$ cat src/hw/rtl/imm_ram.sv
// generic simple dual-port ram, one write port, one registered read port
// no dependencies
module imm_ram #(
  parameter int WIDTH = 32,
  parameter int DEPTH = 64
) (
  input  logic                     clk_i,
  input  logic                     we_i,
  input  logic [$clog2(DEPTH)-1:0] waddr_i,
  input  logic [WIDTH-1:0]         wdata_i,
  input  logic                     re_i,
  input  logic [$clog2(DEPTH)-1:0] raddr_i,
  output logic [WIDTH-1:0]         rdata_o
);

  logic [WIDTH-1:0] mem_q [DEPTH];
  logic [WIDTH-1:0] rdata_q;

  always_ff @(posedge clk_i) begin
    if (we_i) begin
      mem_q[waddr_i] <= wdata_i;
    end
    if (re_i) begin
      rdata_q <= mem_q[raddr_i];
    end
  end

  assign rdata_o = rdata_q;

endmodule

$ cat config.mk
export PLATFORM = sky130hd
export DESIGN_NAME = imm_ram
export DESIGN_NICKNAME = d
export VERILOG_FILES = /design/src/hw/rtl/imm_ram.sv
export SDC_FILE = /design/constraint.sdc
export NUM_CORES = 2
export LEC_CHECK = 0
export ABC_AREA = 1
export BUFFER_PORTS_ARGS = -buffer_cell sky130_fd_sc_hd__buf_2
export CORE_MARGIN = 10
export CORE_UTILIZATION = 45
export DETAILED_ROUTE_END_ITERATION = 10
export SETUP_SLACK_MARGIN = 0.15
export SLEW_MARGIN = 20
export SYNTH_ARGS = -nofsm -noshare
export SYNTH_HDL_FRONTEND = slang
export SYNTH_SLANG_ARGS = --single-unit
$ cat constraint.sdc
create_clock -name clk_i -period 12.6 [get_ports clk_i]
set_input_delay 2.52 -clock clk_i [delete_from_list [all_inputs] [get_ports clk_i]]
set_output_delay 2.52 -clock clk_i [all_outputs]
set_load 0.005 [all_outputs]
==> results.toml <==
[cells_and_area]
finalNetCount = 6801
final_cell_mix = "2,248 x nand2_1, 2,080 x edfxtp_1, 1,907 x nand3_1, 207 x clkbuf_16, 139 x buf_4"
final_common_cell = "nand2_1"
fillers = 15700
drive_gt1_share_pct = 8.24
final_core_util_pct = 50.5
syn_to_final_growth_pct = 11.4

[power_and_ir_drop]
internal_power_mw = 11.2
pwr-share-clk_pct = 40.6
ir_drop_mv = 0.116
p_leak_nw = 32.2
p_seq_share_pct = 53.4
switching_share_pct = 22.8
netSwitchingPower_mw = 3.29
comb_power_share_pct = 6.1
power.density_mw_per_mm2 = 156

[critical_path]
worstPathMaxFanout = 71
cp.required_ns = 13.30
path_class = "in2reg"
cp.arrival_ns = 6.20
crit_path_end_kind = "flip-flop"
cp-start-kind = "input pin"

[flow_run]
drv_cap = 0

[clock_network]
hold_buffers = 0
htreeDepth = 4
cts_buffers = 203
cts_root_buf = "clkbuf_16"
cts_tree = "built"
cts_buffer_depth = 3
cts_num_sinks = 2080
clk_pin_slew_ns = 0.07
clk_latency_ns = 0.83
post_cts_resized = 0
post_cts_buffers = 0

[detailed_routing]
ant_nets = 0
dr_total_vias = 54300
wl_um = 249000
drc = 0
first_pass_iters = 6
vias_per_cell = 5.77
wl_per_cell_um = 26.5
first_iter_violations = 6772

[timing]
rsz0062_at_grt = "false"
relSlewSlack_pct = 3.59
hold_violations = 0
fmax_mhz = 182
fin_crit_sh_pct = 43.6
finClkSkew_ns = 0.0270
min_period_ns = 5.50
finalSetupViolations = 0
setup-tns-final_ns = 0
tightest_slew_ns = 1.45
slew_viol_final = 0

[yosys]
ys_ff_latch = 2080
yosys.area.top_type = "edfxtp_1"
synth_nets = 6816
yosys_warnings = 0
seq_area_frac_synth_pct = 75.2
synth.top_cell.area_share_pct = 75.2
netlist_top_cells_area = "edfxtp_1 75%, nand3_1 11%, nand2_1 10%"
netlist-cell-type-count = 15
syn_inst = 6769
syn_area_per_cell_um2 = 12.3
syn-cell-area_mm2 = 0.0831

[global_routing]
grt_pass1_wl_um = 359000
first_global_vias = 51300
gr-usage-all-layers_pct = 23.8
overflow = 0
antenna_found_initial = 22
grt_max_degree = 221

[run_status]
run_status = "finished, final reports clean"

[placement]
gp_congestion = 0.810
numPortBuffers = 78
place_hpwl_um = 122000

[floorplan]
io_pins = 79
core-area_mm2 = 0.183
rows = 157
die_area_mm2 = 0.202
fp.dieW_um = 450
die-height_um = 450
initial_core_util_pct = 45.3

[hold_path]
hold_path_class = "reg2reg"
## through the flow
step	instance area, um2	power [mW]	cells	setup WS, ns	hold slack, ns
2_1_floorplan	83100	8.31	6769	5.95	0.797
4_1_cts	92400	14.5	9384	7.20	0.871
5_1_grt	92500	14.9	9394	6.97	0.951
3_3_place_gp	86100	8.72	9012	6.32	0.872
3_5_place_dp	86100	8.73	9013	6.29	0.853
6_report	92500	14.5	9405	7.10	0.872
## per-layer routing
metal | part of all wire, % | vias to the layer above | GRT usage, %
met3 | 8.7 | 462 | 3.88
met5 | 0.012 | - | 0
met4 | 4.6 | 6 | 10.1
li1 | - | 24100 | -
met1 | 40 | 27000 | 32.0
met2 | 47 | 2660 | 38.6
## kinds of logic after synthesis
family	count (synthesis)	synth area share, %
and+or+nand+nor	4228	22.0
buffers and inverters	461	2.77
DFF	2080	75.2
## cells in the mapped netlist
| cell | number |
|---|---|
| buf_1 | 40 |
| buf_2 | 282 |
| buf_4 | 45 |
| buf_6 | 3 |
| buf_8 | 2 |
| clkbuf_1 | 77 |
| edfxtp_1 | 2080 |
| inv_1 | 9 |
| inv_2 | 2 |
| inv_4 | 1 |
| nand2_1 | 2248 |
| nand3_1 | 1907 |
| nand4_1 | 9 |
| nor2_1 | 56 |
| nor4_1 | 8 |
## power by group through the flow
| stage | Combinational (mW) | Clock, mW | Sequential (mW) |
|---|---|---|---|
| finish | 0.880 | 5.86 | 7.71 |
| global route | 0.949 | 6.20 | 7.71 |
| CTS | 0.875 | 5.92 | 7.71 |
| detailed placement | 0.873 | 0 | 7.86 |
| global placement | 0.865 | 0 | 7.86 |
| floorplan | 0.471 | 0 | 7.83 |
## sequential cells by signal (all words and copies together), names as in the netlist
signal	flops
mem_q	2048
rdata_o	32
## path summary, 6_finish.rpt
check	startpoint	to	slack [ns]	cells past startpoint
setup / recovery	raddr_i[0]	rdata_o[3]	7.10	12
setup reg to reg	mem_q[6][21]	rdata_o[21]	10.69	8
hold / removal	mem_q[44][30]	rdata_o[30]	0.87	8
hold reg to reg	mem_q[44][30]	rdata_o[30]	0.87	8
## critical path, stage by stage
cell	delay, ns
buf_8	0.27
buf_4	0.64
buf_4	0.79
buf_4	0.74
nand2_1	0.13
nand3_1	0.12
nand3_1	0.11
nand3_1	0.16
nand3_1	0.26
nand2_1	0.18
nand2_1	0.06
nand2_1	0.09
## layout make-up
cell class | instances | area, um2 | share of cell area [%]
flip-flops and latches | 2080 | 62500 | 67.5
multi-input cells | 4228 | 18800 | 20.3
clock buffers | 238 | 5300 | 5.73
diodes | 21 | 52.6 | 0.0568
inverters | 12 | 82.6 | 0.0893
well taps | 2464 | 3080 | 3.33
repair buffers | 229 | 1740 | 1.88
clock inverters | 133 | 1010 | 1.09
No activity file was read; power rests on OpenSTA's default activity.
